<file path="config.mk">
export PLATFORM = sky130hd
export DESIGN_NAME = mfa_div
export DESIGN_NICKNAME = d
export VERILOG_FILES = /design/src/hdl/mfa_pkg.sv /design/src/hdl/mfa_div.sv
export SDC_FILE = /design/constraint.sdc
export NUM_CORES = 1
export LEC_CHECK = 0
export BUFFER_PORTS_ARGS = -buffer_cell sky130_fd_sc_hd__buf_2
export CAP_MARGIN = 20
export CELL_PAD_IN_SITES_DETAIL_PLACEMENT = 1
export CELL_PAD_IN_SITES_GLOBAL_PLACEMENT = 1
export CORE_MARGIN = 3
export CORE_UTILIZATION = 47
export DETAILED_ROUTE_END_ITERATION = 10
export PLACE_DENSITY = 0.84
export SLEW_MARGIN = 30
export SYNTH_ARGS = -nofsm -noshare
export SYNTH_HDL_FRONTEND = slang
export SYNTH_SLANG_ARGS = --single-unit
</file>
<file path="constraint.sdc">
create_clock -name clk_i -period 10.7 [get_ports clk_i]
set_input_delay 3.21 -clock clk_i [delete_from_list [all_inputs] [get_ports clk_i]]
set_output_delay 3.21 -clock clk_i [all_outputs]
set_load 0.01 [all_outputs]
</file>
<file path="src/hdl/mfa_pkg.sv">
// ----------------------------------------------------------------------------
// Mixed fraction ALU package
// Shared types and constants for the mixed fraction arithmetic block.
// ----------------------------------------------------------------------------
package mfa_pkg;

  localparam int unsigned OpW   = 64;
  localparam int unsigned ProdW = 128;
  localparam int unsigned CntMW = 6;
  localparam int unsigned CntDW = 7;

  localparam logic [1:0] MODE_ADD = 2'd0;
  localparam logic [1:0] MODE_MUL = 2'd1;
  localparam logic [1:0] MODE_DIV = 2'd2;
  localparam logic [1:0] MODE_CMP = 2'd3;

  typedef struct packed {
    logic [1:0]         mode;
    logic signed [31:0] left_integer;
    logic signed [31:0] left_numerator;
    logic [30:0]        left_denominator;
    logic signed [31:0] right_integer;
    logic signed [31:0] right_numerator;
    logic [30:0]        right_denominator;
  } item_in_t;

  typedef struct packed {
    logic signed [31:0] result_integer;
    logic signed [31:0] result_numerator;
    logic [30:0]        result_denominator;
    logic               is_less;
    logic               is_equal;
    logic               is_greater;
    logic               overflow;
  } item_out_t;

endpackage

</file>
<file path="src/hdl/mfa_div.sv">
// ----------------------------------------------------------------------------
// Mixed fraction ALU divider
// Unsigned 128-bit restoring divider, one quotient bit per cycle.
// ----------------------------------------------------------------------------
module mfa_div (
  input  logic                          clk_i,
  input  logic                          rst_ni,
  input  logic                          start_i,
  input  logic [mfa_pkg::ProdW-1:0]     num_i,
  input  logic [mfa_pkg::ProdW-1:0]     den_i,
  output logic                          done_o,
  output logic [mfa_pkg::ProdW-1:0]     quot_o,
  output logic [mfa_pkg::ProdW-1:0]     rem_o
);

  logic                          busy_q;
  logic                          done_q;
  logic [mfa_pkg::CntDW-1:0]     cnt_q;
  logic [mfa_pkg::ProdW:0]       rem_q;
  logic [mfa_pkg::ProdW-1:0]     nsh_q;
  logic [mfa_pkg::ProdW-1:0]     quo_q;
  logic [mfa_pkg::ProdW-1:0]     den_q;
  logic [mfa_pkg::ProdW:0]       trial;
  logic                          fits;

  assign trial = {rem_q[mfa_pkg::ProdW-1:0], nsh_q[mfa_pkg::ProdW-1]};
  assign fits  = trial >= {1'b0, den_q};

  always_ff @(posedge clk_i or negedge rst_ni) begin
    if (!rst_ni) begin
      busy_q <= 1'b0;
      done_q <= 1'b0;
      cnt_q  <= '0;
    end else begin
      done_q <= 1'b0;
      if (start_i) begin
        busy_q <= 1'b1;
        cnt_q  <= '0;
      end else if (busy_q) begin
        cnt_q <= cnt_q + 1'b1;
        if (cnt_q == '1) begin
          busy_q <= 1'b0;
          done_q <= 1'b1;
        end
      end
    end
  end

  always_ff @(posedge clk_i) begin
    if (start_i) begin
      rem_q <= '0;
      nsh_q <= num_i;
      quo_q <= '0;
      den_q <= den_i;
    end else if (busy_q) begin
      rem_q <= fits ? trial - {1'b0, den_q} : trial;
      nsh_q <= nsh_q << 1;
      quo_q <= {quo_q[mfa_pkg::ProdW-2:0], fits};
    end
  end

  assign done_o = done_q;
  assign quot_o = quo_q;
  assign rem_o  = rem_q[mfa_pkg::ProdW-1:0];

endmodule

</file>
-- Word-level counts from Yosys, hierarchy flattened
Cells that the tools add are included.
- RAM bits: 0
- word-level logic and storage cells: 23
- ROM bits: 0
- output and inout bits: 257
- bits of input ports: 259
- latch bits: 0
- memories kept: 0
- register bits: 521
- divide/modulo/power cells: 0
- bitwise logic cells: 0
- multiply operators: 0
- order comparisons: 1
- multiplexer cells: 11
- eq/ne operators: 1
- add/sub/neg operators: 2
- shift operators: 0
- reductions and logical operators: 1
- operator list (kind ; number):
    2-to-1 mux 128 bit ; 3
    >= comparator 129 x 128 -> 1 bit ; 1
    subtractor 128 bit ; 1
    2-to-1 mux 7 bit ; 2
    adder 7 x 1 -> 7 bit, second input constant ; 1
    == test 7 bit, second input constant ; 1
    2-to-1 mux 1 bit ; 6
    nonzero test 2 bit ; 1

-- Depth between registers and ports, before layout
- depth in word-level cells: 4
- depth in mapped cells: 17
- gate-level depth less buffers: 15

-- Least setup slack after synthesis
Ideal clock, no wire load.
- path kind: input -> register
- start: in start_i
- end: reg nsh_q[0] in the netlist's numbering (enable)
- stages: 4
- path buffers: 2
- setup time: 1109 ps
- data required time: 9591 ps
- path slack: 3669 ps
- arrival: 5922 ps
- cell sequence: clkbuf_1 -> inv_1 -> clkbuf_1 -> nand2_1
- cells in the longest elaborated chain, start to end: 1
- ends and longest elaborated chain (what ; RTL line ; source):
    start, declared ; mfa_div.sv:8 ; input logic start_i,
    nonzero test 2 bit (no source line) ; -- ;
    end signal, assigned ; mfa_div.sv:52 ; nsh_q <= num_i;
    end signal, assigned ; mfa_div.sv:57 ; nsh_q <= nsh_q << 1;
    end, declared ; mfa_div.sv:20 ; logic [mfa_pkg::ProdW-1:0] nsh_q;
Every way passes these cells.
A chain may end at the register's enable or synchronous reset.

-- Final worst setup path
- start: in start_i
- end: reg nsh_q[52] in the netlist's numbering (data pin)
- cells in the longest elaborated chain, start to end: 1
- ends and longest elaborated chain (what ; RTL line ; source):
    2-to-1 mux 128 bit ; mfa_div.sv:50 ; if (start_i) begin
Every way passes these cells.

==> results_tabular.tex <==
\begin{tabular}{lr}
\hline
Metric & Value \\
\hline
\multicolumn{2}{l}{\textbf{Logic synthesis}} \\
\quad Cell types occupying the most area after synthesis & sky130\_fd\_sc\_hd\_\_edfxtp\_1 27\%, sky130\_fd\_sc\_hd\_\_dfxtp\_1 18\%, sky130\_fd\_sc\_hd\_\_ha\_1 5.6\% \\
\quad Flip-flop and latch count after synthesis & approximately 520 \\
\quad Synthesis warning total & 0 \\
\quad Cell type with the largest total area after synthesis & sky130\_fd\_sc\_hd\_\_edfxtp\_1 \\
\quad Cell area after synthesis & 28,600 um2 \\
\quad Sequential cell area fraction in the yosys report & 45.6\% \\
\quad Primary flip-flop cell chosen by synthesis mapping & sky130\_fd\_sc\_hd\_\_edfxtp\_1 \\
\quad Count of flip-flops with a built-in enable after synthesis & approximately 260 \\
\quad Post-synth top area share & a little over a quarter \\
\quad Number of distinct library cells after synthesis & slightly below 90 \\
\quad Cell count after synthesis & 3,016 \\
\quad Average cell area after synthesis & about 9.5 um2 \\
\quad Post-synth ARST share & 1.73\% \\
\quad Synthesized Nets & 3,405 \\
\multicolumn{2}{l}{\textbf{Worst hold path}} \\
\quad Class of the most critical hold timing path & reg -> reg \\
\quad Launch point of the worst hold path & rem\_q[12] \\
\multicolumn{2}{l}{\textbf{Timing}} \\
\quad Transition time of the tightest slew-check pin & roughly 960 ps \\
\quad Final count of pins violating max slew & 0 \\
\quad Worst slew margin & between 30\% and 40\% \\
\quad Final critical-path setup slack & approximately 4600 ps \\
\quad Min cycle time layout & between 6000 and 7000 ps \\
\quad Setup repair after global routing missed its margin & false \\
\quad Final count of hold timing violations & 0 \\
\quad Part of the cycle the worst path needs & roughly 57\% \\
\quad Clk\_skew & a little over 40 ps \\
\quad Setup violations, final & 0 \\
\quad Post-Route Setup TNS & 0 ps \\
\quad Highest clock rate & 164 MHz \\
\multicolumn{2}{l}{\textbf{Power and ir drop}} \\
\quad Net switching power figure & about 1.2 mW \\
\quad Static leakage & 15.4 nW \\
\quad Post-route total power & between 4 and 5 mW \\
\quad Fraction of power consumed by sequential logic & a little under half \\
\quad Power density cells & around 140 nW/um2 \\
\quad Switching power as a share of total power & 25.3\% \\
\quad Largest voltage drop on the vdd net & around 0.14 mV \\
\quad Logic gate share of total power & under 10\% \\
\quad Clock Power Share & a little over two fifths \\
\quad Internal Power & $\sim$3.5 mW \\
\multicolumn{2}{l}{\textbf{Routing}} \\
\quad Number of design-rule violations left by the first detailed-router iteration & between 1,500 and 2,000 \\
\quad Residual DRC & 0 \\
\quad Total Routed Length & 105,000 um \\
\quad Antenna-violating nets left & 0 \\
\quad First-pass DRT Iterations & 5 \\
\quad Vias per Instance & about 5.9 \\
\quad Average wire per standard cell & between 20 and 25 um \\
\quad Vias after detailed routing & 25,300 \\
\multicolumn{2}{l}{\textbf{GRT}} \\
\quad Maximum number of pins on one net before global-route repair & roughly 210 \\
\quad Antenna violations before repair & 17 \\
\quad First-pass GRT wire length & roughly 160,000 um \\
\quad Number of global-route vias before repair & 26,700 \\
\quad Sum of overflow across all layers after global routing & 0 \\
\quad Total global-route track usage & a little under a third \\
\multicolumn{2}{l}{\textbf{Place}} \\
\quad Placed Cells & approximately 4,100 \\
\quad Final weighted congestion in routability-driven placement & 0.946 \\
\quad Post-DP HPWL & between 70,000 and 80,000 um \\
\quad Minimum setup slack after placement & approximately 4000 ps \\
\quad Number of input and output port buffers inserted & approximately 520 \\
\multicolumn{2}{l}{\textbf{Finish}} \\
\quad Most frequent standard cell in the layout excluding fill and tap cells & sky130\_fd\_sc\_hd\_\_buf\_2 \\
\quad Fraction of layout cells with a size suffix above 1 & 22.5\% \\
\quad Number of cells in the finished layout apart from fillers & $\sim$4,300 \\
\quad Highest-count cells in the layout ignoring fill and taps & 514 x sky130\_fd\_sc\_hd\_\_buf\_2, 353 x sky130\_fd\_sc\_hd\_\_nor2\_1, 315 x sky130\_fd\_sc\_hd\_\_nand2\_1 \\
\quad Area added between synthesis and finish & 17.4\% \\
\quad Nets & 3,823 \\
\multicolumn{2}{l}{\textbf{Floorplan}} \\
\quad Die footprint & between 60,000 and 70,000 um2 \\
\quad Horiz. Die Dim & approximately 250 um \\
\quad IO Pins & just over 500 \\
\quad Core footprint & $\sim$60,000 um2 \\
\quad FP Rows & 89 \\
\quad Y dimension of the die & 253 um \\
\quad Initial cell density of the core & between 40\% and 50\% \\
\multicolumn{2}{l}{\textbf{Clocking}} \\
\quad Number of levels the H-tree was split into & 2 \\
\quad Clk\_lat worst skew & 650 ps \\
\quad Clk sink count & 521 \\
\quad Post\_cts resized & 0 \\
\quad Setup repair bufs after CTS & 0 \\
\quad Buffers from clock root to sink, at most & 3 \\
\quad Count of hold buffers inserted by post-cts repair & 0 \\
\quad Clk root buf & sky130\_fd\_sc\_hd\_\_clkbuf\_16 \\
\quad CTS tree & done \\
\quad Cts bufs inserted & 55 \\
\quad Reg clk slew, reported paths & 70 ps \\
\multicolumn{2}{l}{\textbf{Setup path}} \\
\quad CP Max Fanout & 81 \\
\quad Crit path launch type & input port \\
\quad Kind of end point of the critical path & register \\
\quad Data arrival time of the worst path & between 6000 and 7000 ps \\
\quad Req. time, crit path & about 11,000 ps \\
\quad Critical path class & in -> reg \\
\quad R2r startpoint & den\_q[23] \\
\quad Origin of the worst setup path & start\_i \\
\multicolumn{2}{l}{\textbf{Run}} \\
\quad Max-cap check violation count & 0 \\
\multicolumn{2}{l}{\textbf{Run status}} \\
\quad Run status & completed \\
\hline
\end{tabular}
metal layers:
metal | GRT usage [%] | share of wire (%) | vias up
met5 | 0 | 0.054 | -
met4 | 14.2 | 4.8 | 8
met3 | 6.53 | 6.8 | 235
met2 | 55.0 | 49 | 894
met1 | 37.1 | 39 | 12500
li1 | - | - | 11700
final timing paths:
path | to | slack [ps] | depth (start not counted)
setup / recovery | nsh_q[52] | 4620 | 5
hold / removal | rem_q[13] | 500 | 2
setup reg to reg | rem_q[93] | 5550 | 14
hold reg to reg | rem_q[13] | 500 | 2
max in group asynchronous | busy_q | 8070 | 1
min in group asynchronous | cnt_q[6] | 2410 | 1
layout make-up:
cell class | count | area (um2)
fill | 6797 | 26000
multi-input combinational | 2141 | 14200
sequential | 521 | 13000
timing repair buffer | 531 | 2750
clock buffer | 66 | 1460
tap | 773 | 967
inverter | 184 | 691
clock inverter | 37 | 438
antenna | 17 | 42.5
power groups by stage:
stage | combinational (mW) | sequential, mW | clock [mW]
floorplan | 0.250 | 2.25 | 0
global placement | 0.363 | 2.26 | 0
detailed placement | 0.381 | 2.27 | 0
CTS | 0.389 | 2.23 | 2.06
global route | 0.431 | 2.24 | 2.14
finish | 0.394 | 2.23 | 2.03
worst max-delay path: stages:
cell                     delay, ps
sky130_fd_sc_hd__buf_8         370
sky130_fd_sc_hd__buf_4         790
sky130_fd_sc_hd__buf_4         660
sky130_fd_sc_hd__buf_4         810
sky130_fd_sc_hd__mux2_2        440
cell families after synthesis:
family	count (synthesis)	share of synthesized area [%]
AND/OR/NAND/NOR	902	13.8
AO/OA/AOI/OAI	723	16.5
flip-flops	521	45.6
buffers and inverters	354	4.89
multiplexers	266	9.86
adder cells (fa/ha/maj)	130	5.71
XOR/XNOR	120	3.67
cells in the mapped netlist, drive strengths merged (15+ instances only):
| library cell | instances |
|---|---|
| o21a | 21 |
| nand2 | 316 |
| o21ai | 133 |
| ha | 129 |
| nand3 | 34 |
| a21oi | 242 |
| nand4 | 70 |
| o21bai | 43 |
| nor3 | 39 |
| a21o | 43 |
| a211oi | 49 |
| clkbuf | 95 |
| mux2 | 127 |
| xnor2 | 81 |
| xor2 | 39 |
| edfxtp | 256 |
| or3 | 16 |
| mux2i | 139 |
| dfxtp | 256 |
| nor2 | 354 |
| a21boi | 15 |
| inv | 184 |
| a31oi | 20 |
| a311oi | 72 |
| buf | 75 |
through the flow:
stage | hold WS [ps] | utilization [%] | area [um2]
after global routing | 535 | 56.4 | 33600
after CTS | 502 | 56.3 | 33500
final | 503 | 56.4 | 33600
after detailed placement | 504 | 53.1 | 31600
after floorplan | 504 | - | 28600
after global placement | 475 | 53.1 | 31600
sequential cells by signal, summed over array words and instances (netlist names):
register	flops
busy_q	1
done_o	1
cnt_q	7
rem_q	128
nsh_q	128
quot_o	128
den_q	128
(Power assumes the default switching activity.)
