[config.mk]
export PLATFORM = sky130hd
export DESIGN_NAME = mfa_mul
export DESIGN_NICKNAME = d
export VERILOG_FILES = /design/src/hdl/mfa_pkg.sv /design/src/hdl/mfa_mul.sv
export SDC_FILE = /design/constraint.sdc
export NUM_CORES = 1
export LEC_CHECK = 0
export BUFFER_PORTS_ARGS = -buffer_cell sky130_fd_sc_hd__buf_2
export CELL_PAD_IN_SITES_DETAIL_PLACEMENT = 0
export CELL_PAD_IN_SITES_GLOBAL_PLACEMENT = 1
export CORE_MARGIN = 2
export CORE_UTILIZATION = 49
export DETAILED_ROUTE_END_ITERATION = 7
export PLACE_DENSITY = 0.86
export SLEW_MARGIN = 20
export SYNTH_ARGS = -nofsm -noshare
export SYNTH_HDL_FRONTEND = slang
export SYNTH_SLANG_ARGS = --single-unit
[constraint.sdc]
create_clock -name clk_i -period 11.08 [get_ports clk_i]
set_clock_uncertainty 0.05 [all_clocks]
set_input_delay 0.554 -clock clk_i [delete_from_list [all_inputs] [get_ports clk_i]]
set_output_delay 0.554 -clock clk_i [all_outputs]
set_load 0.05 [all_outputs]
[src/hdl/mfa_pkg.sv]
// ----------------------------------------------------------------------------
// Mixed fraction ALU package
// Shared types and constants for the mixed fraction arithmetic block.
// ----------------------------------------------------------------------------
package mfa_pkg;

  localparam int unsigned OpW   = 64;
  localparam int unsigned ProdW = 128;
  localparam int unsigned CntMW = 6;
  localparam int unsigned CntDW = 7;

  localparam logic [1:0] MODE_ADD = 2'd0;
  localparam logic [1:0] MODE_MUL = 2'd1;
  localparam logic [1:0] MODE_DIV = 2'd2;
  localparam logic [1:0] MODE_CMP = 2'd3;

  typedef struct packed {
    logic [1:0]         mode;
    logic signed [31:0] left_integer;
    logic signed [31:0] left_numerator;
    logic [30:0]        left_denominator;
    logic signed [31:0] right_integer;
    logic signed [31:0] right_numerator;
    logic [30:0]        right_denominator;
  } item_in_t;

  typedef struct packed {
    logic signed [31:0] result_integer;
    logic signed [31:0] result_numerator;
    logic [30:0]        result_denominator;
    logic               is_less;
    logic               is_equal;
    logic               is_greater;
    logic               overflow;
  } item_out_t;

endpackage

[src/hdl/mfa_mul.sv]
// ----------------------------------------------------------------------------
// Mixed fraction ALU multiplier
// Signed 64 by 64 bit shift-add multiplier, one partial product per cycle.
// ----------------------------------------------------------------------------
module mfa_mul (
  input  logic                                clk_i,
  input  logic                                rst_ni,
  input  logic                                start_i,
  input  logic signed [mfa_pkg::OpW-1:0]      a_i,
  input  logic signed [mfa_pkg::OpW-1:0]      b_i,
  output logic                                done_o,
  output logic signed [mfa_pkg::ProdW-1:0]    prod_o
);

  logic                          busy_q;
  logic                          done_q;
  logic [mfa_pkg::CntMW-1:0]     cnt_q;
  logic [mfa_pkg::ProdW-1:0]     acc_q;
  logic [mfa_pkg::ProdW-1:0]     ash_q;
  logic [mfa_pkg::OpW-1:0]       bsh_q;
  logic                          neg_q;
  logic [mfa_pkg::OpW-1:0]       amag;
  logic [mfa_pkg::OpW-1:0]       bmag;

  assign amag = a_i[mfa_pkg::OpW-1] ? -a_i : a_i;
  assign bmag = b_i[mfa_pkg::OpW-1] ? -b_i : b_i;

  always_ff @(posedge clk_i or negedge rst_ni) begin
    if (!rst_ni) begin
      busy_q <= 1'b0;
      done_q <= 1'b0;
      cnt_q  <= '0;
    end else begin
      done_q <= 1'b0;
      if (start_i) begin
        busy_q <= 1'b1;
        cnt_q  <= '0;
      end else if (busy_q) begin
        cnt_q <= cnt_q + 1'b1;
        if (cnt_q == '1) begin
          busy_q <= 1'b0;
          done_q <= 1'b1;
        end
      end
    end
  end

  always_ff @(posedge clk_i) begin
    if (start_i) begin
      acc_q <= '0;
      ash_q <= {{(mfa_pkg::ProdW-mfa_pkg::OpW){1'b0}}, amag};
      bsh_q <= bmag;
      neg_q <= a_i[mfa_pkg::OpW-1] ^ b_i[mfa_pkg::OpW-1];
    end else if (busy_q) begin
      if (bsh_q[0]) begin
        acc_q <= acc_q + ash_q;
      end
      ash_q <= ash_q << 1;
      bsh_q <= bsh_q >> 1;
    end
  end

  assign done_o = done_q;
  assign prod_o = neg_q ? -$signed(acc_q) : $signed(acc_q);

endmodule

== After elaboration in Yosys (flattened, before gate mapping) ==
Cells that the tools add are included.
Cells by class
  $add $sub $neg: 5
  equal/unequal tests: 1
  mux-type cells: 15
  bitwise operators: 1
  reduce and logical (&&, ||, !) cells: 2
Operators by type and width (number)
  $mux 64: 6
  $add 128x128->128: 1
  $mux 128: 1
  $neg 128->128: 1
  $neg 64->64: 2
  $mux 6: 2
  $add 6x1->6 const B: 1
  $eq 6x6->1 const B: 1
  $mux 1: 6
  $reduce_and 2->1: 1
  $reduce_bool 2->1: 1
  $xor 1x1->1: 1
Storage, ports and cells
  flip-flop bits (word level): 329
  bits of input ports: 131
  output and inout bits: 129
  word-level logic and storage cells: 32

== Depth between registers and ports, before layout ==
Gate-level depths: netlist (run 1).
  word-level depth: 4
  depth in mapped cells: 13
  gate-level depth less buffers: 13

== Worst setup path before layout (run 1) ==
OpenSTA, ideal clock, no wires.
  kind: reg-to-output
  from: register acc_q[15] (netlist name)
  to: output port prod_o[126] (netlist name)
  arrival: 3968 ps
  data required time: 10476 ps
  path slack: 6508 ps
  cell stages (with the launch flop): 12
  path buffers: 0
  path through: dfxtp_1 > or4_4 > or4b_4 > or4_1 > nor3_2 > nand3_1 > or3_1 > nor2_1 > nand2_1 > o21ai_1 > o21ai_0 > xor2_1
On the way
  word-level cells in the longest chain between the ends: 2
Ends and longest elaborated chain
  start: declaration: line mfa_mul.sv:18  | logic [mfa_pkg::ProdW-1:0] acc_q;
  start signal: assignment: line mfa_mul.sv:56  | acc_q <= acc_q + ash_q;
  $neg 128->128: line mfa_mul.sv:64  | assign prod_o = neg_q ? -$signed(acc_q) : $signed(acc_q);
  $mux 128: line mfa_mul.sv:64
  end: declaration: line mfa_mul.sv:12  | output logic signed [mfa_pkg::ProdW-1:0] prod_o
Every way passes these cells.

== Worst setup path in the final report (run 1) ==
  from: register acc_q[2] (netlist name)
  to: output port prod_o[126] (netlist name)
Same word-level chain as after synthesis.

==> results of run 1 <==
registers in the layout (all words and copies together) (netlist names):
register and count:
done_o 1, cnt_q 6, busy_q 1, neg_q 1, acc_q 128, ash_q 128, bsh_q 64
how the worst max path moves through the flow:
stage,cells past startpoint,end
after floorplan,11,prod_o[126]
after global placement,12,prod_o[126]
after detailed placement,12,prod_o[126]
after CTS,12,prod_o[126]
after global routing,12,prod_o[126]
final,12,prod_o[126]
placed cells by master, fill, tap and decap left out, types with 6 or more instances in the layout:
cell / synthesis / layout
buf_2: 1 / 257
clkbuf_16: 0 / 47
clkbuf_8: 0 / 8
xnor2_1: 206 / 206
nand2_1: 412 / 411
dfrtp_1: 8 / 7
buf_4: 1 / 15
nor4_1: 40 / 40
or4_1: 37 / 37
o21bai_1: 32 / 32
xor2_1: 164 / 164
o21a_1: 20 / 20
edfxtp_1: 129 / 129
o21ai_0: 239 / 239
and2_1: 11 / 10
nand3_1: 31 / 31
or3_1: 41 / 41
a211oi_1: 16 / 16
a21oi_1: 392 / 392
bufinv_16: 0 / 6
mux2_2: 8 / 8
a31oi_1: 15 / 15
nor2_1: 334 / 333
nor3_1: 49 / 49
nand2b_1: 26 / 26
a221oi_1: 7 / 7
nand4_1: 78 / 78
a21o_1: 57 / 57
o41ai_1: 41 / 41
ha_1: 131 / 131
or2_2: 22 / 22
o31ai_1: 84 / 84
or4_4: 6 / 6
inv_1: 51 / 50
mux2i_1: 67 / 67
nor2b_1: 9 / 9
dfxtp_1: 192 / 192
layout make-up:
cell class | instances | area (um^2) | area share [%]
Multi-Input combinational cell | 2683 | 16800 | 58.5
Clock buffer | 56 | 1290 | 4.48
Tap cell | 680 | 851 | 2.95
Timing Repair Buffer | 274 | 1420 | 4.94
Clock inverter | 20 | 287 | 0.994
Sequential cell | 329 | 7920 | 27.5
Antenna cell | 1 | 2.50 | 0.00868
Inverter | 51 | 194 | 0.673
report_power, final:
group	leakage, uW	internal [uW]	total [uW]	switching, uW
Sequential	0.00299	1440	1670	228
Combinational	0.00798	972	3130	2160
Clock	0.000769	961	1550	586
Total	0.0117	3370	6340	2970
critical path, cell delays in order (launching register included):
cell and delay [ns]:
dfxtp_1 0.38, nor4_1 0.53, or4bb_1 0.61, or4_1 0.64, nor3_2 0.34, nand3_1 0.25, or3_1 0.48, nor2_1 0.38
nand2_1 0.20, o21ai_1 0.56, o21ai_0 0.24, xor2_1 0.19, buf_2 0.28
Yosys cell counts, drive strengths merged, types with 26 or more instances:
| library cell | number |
|---|---|
| a21o | 57 |
| a21oi | 392 |
| clkbuf | 160 |
| dfxtp | 192 |
| edfxtp | 129 |
| ha | 131 |
| inv | 51 |
| mux2i | 67 |
| nand2 | 412 |
| nand2b | 26 |
| nand3 | 31 |
| nand4 | 80 |
| nor2 | 335 |
| nor3 | 51 |
| nor4 | 42 |
| o21ai | 243 |
| o21bai | 32 |
| o31ai | 84 |
| o41ai | 43 |
| or2 | 26 |
| or3 | 43 |
| or4 | 43 |
| xnor2 | 206 |
| xor2 | 164 |
kinds of logic after synthesis:
| family | synth area share, % |
|---|---|
| simple gates | 21.1 |
| compound gates | 22.5 |
| xor+xnor | 12.7 |
| flops | 30.9 |
| buf+inv | 3.30 |
| fa+ha+maj | 6.48 |
| mux | 2.97 |
through the flow:
step	power (uW)	cell area [um^2]	std cells	hold WS (ns)	util [%]
4_1_cts	6310	28800	4093	0.278	55.9
5_1_grt	6660	28800	4093	0.304	55.9
2_1_floorplan	3900	25600	3236	0.208	-
6_report	6340	28800	4094	0.310	55.9
3_5_place_dp	4750	27200	4016	0.355	52.9
3_3_place_gp	4740	27200	4016	0.350	52.9
repair_timing:
item | CTS | global route
hold buffers | 1 | 0
setup endpoints to repair | 0 | 0
buffers inserted | 0 | 0
hold endpoints to repair | 8 | 0
metal layers:
| metal | track usage [%] | up-vias |
|---|---|---|
| met5 | 0 | - |
| met4 | 12.5 | 10 |
| met3 | 4.12 | 194 |
| met2 | 49.9 | 892 |
| met1 | 41.6 | 11900 |
| li1 | - | 12100 |
==> run metrics, run 1 <==
Area Growth Syn to Fin=12.6%; sequential area share after synthesis=30.9%; final WL=86100 um; Worst-path clk slew=0.06 ns; Hold/Removal Path Class=input port to flop; max_cap viols=0; number of global-route vias before repair=23600; WL met3=around 5600 um; GRT Util Overall=30.9%; period utilisation layout=56.7%; Initial DRC Count=2246; syn_area_per_cell=7.91 um^2; DP Wirelength=65700 um; crit path max fanout=7; share of the synthesized area in the top cell type=15.1%; max layer used=met5; final net count=3643; EDFF count, synth=129; root buf cell=clkbuf_16; hold violation total from the final report=0; Reg2Reg Depth=12; Hold EP=bsh_q[63]; RSZ-0062 raised after global routing=false; CTS Sinks=~330; Slew headroom=approximately a fifth; CP Launch Point=acc_q[2]; Die X=233 um; final-report max-slew violation count=0; PortBufs=259; flop2flop setup slack=about 6.1 ns; top post-synthesis cells by area=edfxtp_1 (15%), dfxtp_1 (15%), a21oi_1 (7.7%); Initial Util=49.7%; flops & latches, synth=329; CTS tree=built; worst setup margin=4.80 ns; clock latency on the worst-skew pair=roughly 0.59 ns; wl on met1=37800 um; post-synth cell types=84; leakage power=0.0117 uW; CTS max path bufs=3; FMAX=159 MHz; PD cells=approximately 220 mW/mm^2; vias post-DR=about 25000; CP startpoint kind=flop; routability cong.=roughly 0.99; FP Rows=83; DRC Markers=0; TNS Setup=0 ns; RR Endpoint=acc_q[127]; PostCTS Resize Cnt=0; Hold Crit Start=b_i[62]; crit end category=output pin; Synth warnings=0; Worst EP arrival=5.68 ns; remaining global-route overflow=0; boundary pin count=260; Primary FF master, synth=dfxtp_1; first-pass GRT wire length=132000 um; status=complete, no violations; DR pass1 iterations=6; die area=roughly 0.054 mm^2; Post-Syn Area=0.0256 mm^2; Core ar.=0.0515 mm^2; worst reg2reg path startpoint=acc_q[21]; Setup-failing EPs final=0; filler cell count=4970; crit path time final=6.28 ns; die height=between 200 and 250 um; layout cells sized above 1=12.1%; Synth area leader=edfxtp_1; worst hold stages=3; initial antenna violation count=6; DR vias/cell=just over 6; Data required, critical path=10.48 ns; cts bufs inserted=41; htree depth=2; Slew @ Worst Pin=1.17 ns; largest net degree at the start of global routing=110; wire per inst=21.0 um; Setup Crit Path Kind=flop to output pin; Mapped Cells=3236; Post-Syn Nets=3499; FFs w/ async S/R, synth=2.43%; pre-CTS WS=around 5.5 ns; met2 wire len=39000 um; Detail Route Antenna Nets=0; Worst VDD drop=0.202 mV
Note: power is estimated with default switching activity, not from simulation.
==> run 2: changes to the inputs <==
CORE_UTILIZATION = 41   (was 49)
PLACE_DENSITY = 0.76   (was 0.86)
clock period = 5.15 ns   (was 11.08 ns; I/O delays follow)
==> run 2 against run 1 <==
  * First-iteration DRC count down 14%
  * Global-route usage shrank 3.4 points
  * Die area up 19%
  * Register-to-register slack worse by 5.7 ns
  * Design area increased by 1.2%
  * Sequential power up 120%
  * Combinational power is 120% higher
  * Sequential share of layout area down 0.32 points
  * Worst hold slack worse by 0.27 ns
  * Critical path type unchanged
  * Largest cell class unchanged
==> run metrics, run 2 (synthesized netlist as in run 1, its figures left out) <==
status=complete, no violations; Reg2Reg Depth=11; crit path max fanout=7; Core ar.=0.0617 mm^2; Multi-input gate area=about 0.017 mm^2; layout cells sized above 1=13.0%; flop2flop setup slack=0.37 ns; top flop regs=acc_q (128), ash_q (128), bsh_q (64); Critical-path top delay cell=or4_4; wl on met1=40600 um; boundary pin count=260; Worst VDD drop=a little over 0.5 mV; FMAX=197 MHz; die area=around 0.064 mm^2; htree depth=2; die height=254 um; max_cap viols=0; met2 wire len=approximately 42000 um; CTS max path bufs=3; Slew @ Worst Pin=1.24 ns; Detail Route Antenna Nets=0; root buf cell=clkbuf_16; Worst-path clk slew=0.06 ns; Initial Util=41.5%; net load switching power=between 6000 and 7000 uW; end of the critical path=prod_o[124]; Die X=roughly 250 um; Hold/Removal Path Class=input port to flop; WL met3=~5000 um; routability cong.=1.02; Setup-failing EPs final=0; final net count=3677; RSZ-0062 raised after global routing=true; DR vias/cell=5.83; CP Cell Sequence=or4_4 -> or4b_4 -> or4_4 -> nor3_4 -> nand3_1 -> or3_1 -> nor2_2 -> nand2_2 -> o31ai_1 -> xnor2_1 -> buf_2; Initial DRC Count=between 1500 and 2000; clock latency on the worst-skew pair=0.59 ns; max layer used=met5; RR Endpoint=acc_q[114]; final-report max-slew violation count=0; Slew headroom=16.7%; Area Growth Syn to Fin=14.0%; GRT Util Overall=27.4%; vias post-DR=around 25000; Crit path top cell by count=or4_4; Clk pwr share=21.4%; wire per inst=21.2 um; FP Rows=91; crit end category=output pin; number of global-route vias before repair=23800; crit path time final=just over 5 ns; remaining global-route overflow=0; Net Sw Frac=48.6%; first-pass GRT wire length=about 140000 um; FF+latch area=0.00793 mm^2; sequential power share=between 20% and 30%; Comb power frac=51.8%; Data required, critical path=4.84 ns; final WL=91100 um; PortBufs=approximately 260; Setup Crit Path Kind=flop to output pin; CP startpoint kind=flop; Int Pwr=6910 uW; CTS Sinks=329; hold violation total from the final report=0; Worst EP arrival=between 4 and 5 ns; DP Wirelength=69900 um; cts bufs inserted=41; Hold WS=0.0417 ns; worst reg2reg path startpoint=ash_q[29]; TNS Setup=0 ns; CTS tree=built; DR pass1 iterations=7; initial antenna violation count=4; filler cell count=6271; Crit path largest cell delay=0.58 ns; largest net degree at the start of global routing=225; CP Launch Point=acc_q[8]; commonest non-fill, non-tap cell in the layout=nand2_1; leakage power=0.0118 uW; most frequent cells in the layout=nand2_1 (410), a21oi_1 (392), nor2_1 (331); DRC Markers=0; PD cells=460 mW/mm^2; period utilisation layout=98.3%
run 2: cell types whose count changed in the layout (fill, tap and decap cells not counted), moves of 3 or more:
cell | before | now
buf_2 | 257 | 249
or3_4 | 2 | 5
clkbuf_8 | 8 | 5
clkbuf_16 | 47 | 42
bufinv_16 | 6 | 1
dfxtp_2 | 0 | 3
buf_12 | 0 | 3
dfxtp_1 | 192 | 189
buf_4 | 15 | 50
clkbuf_1 | 1 | 13
or3_1 | 41 | 38
run 2: worst max-delay path, delay by kind of cell, from the launching register on:
kind | cells | cell delay (ns)
xor gates and xnor gates | 1 | 0.17
buffers and inverters | 1 | 0.29
and+or+nand+nor | 8 | 3.00
AOI/OAI and AO/OA | 1 | 0.37
DFF | 1 | 0.35
run 2: per-stage QoR:
step	area (um^2)	utilization [%]	instances	power [uW]	worst slack, ns
global placement	27700	44.8	4201	10500	0.417
detailed placement	27700	44.8	4201	10400	0.359
finish	29200	47.3	4287	13400	0.0863
CTS	29100	47.1	4280	13400	0.0158
floorplan	25600	-	3236	8390	0.875
global route	29200	47.3	4284	14100	-0.0564
run 2: power by group through the flow:
stage	Clock (uW)	Sequential [uW]	Combinational, uW
6_report	2870	3610	6950
5_1_grt	3040	3660	7430
4_1_cts	2950	3590	6860
3_5_place_dp	0	3650	6800
3_3_place_gp	0	3630	6830
2_1_floorplan	0	3460	4930
run 2: worst min path at each step:
stage                 start         to  slack [ns]  cells after the start
global route        b_i[61]  bsh_q[63]        0.05                      3
detailed placement   rst_ni   cnt_q[2]        0.06                      1
finish              b_i[61]  bsh_q[63]        0.04                      3
floorplan            rst_ni     busy_q       -0.09                      0
global placement     rst_ni   cnt_q[2]        0.06                      1
CTS                 b_i[61]  bsh_q[63]       0.007                      3
run 2: layout make-up:
type                            instances  share of cell area, %
Sequential cell                       329                   27.2
Timing Repair Buffer                  308                   5.97
Clock inverter                         16                  0.506
Tap cell                              837                   3.59
Multi-Input combinational cell       2683                   58.1
Inverter                               51                  0.665
Antenna cell                            3                 0.0257
Clock buffer                           60                   4.01
run 2: timing repair:
| action | 4_1_cts | 5_1_grt |
|---|---|---|
| endpoints found under the setup margin | 23 | 22 |
| endpoints found under the hold margin | 10 | 0 |
| pin swaps | 0 | 4 |
| setup buffers | 0 | 4 |
| hold buffers | 3 | 0 |
| gates resized for setup | 13 | 17 |
run 2: layer usage:
| layer | GRT usage (%) | vias up |
|---|---|---|
| li1 | - | 12100 |
| met1 | 36.9 | 11900 |
| met2 | 44.8 | 792 |
| met3 | 3.44 | 178 |
| met4 | 10.5 | 6 |
| met5 | 0 | - |
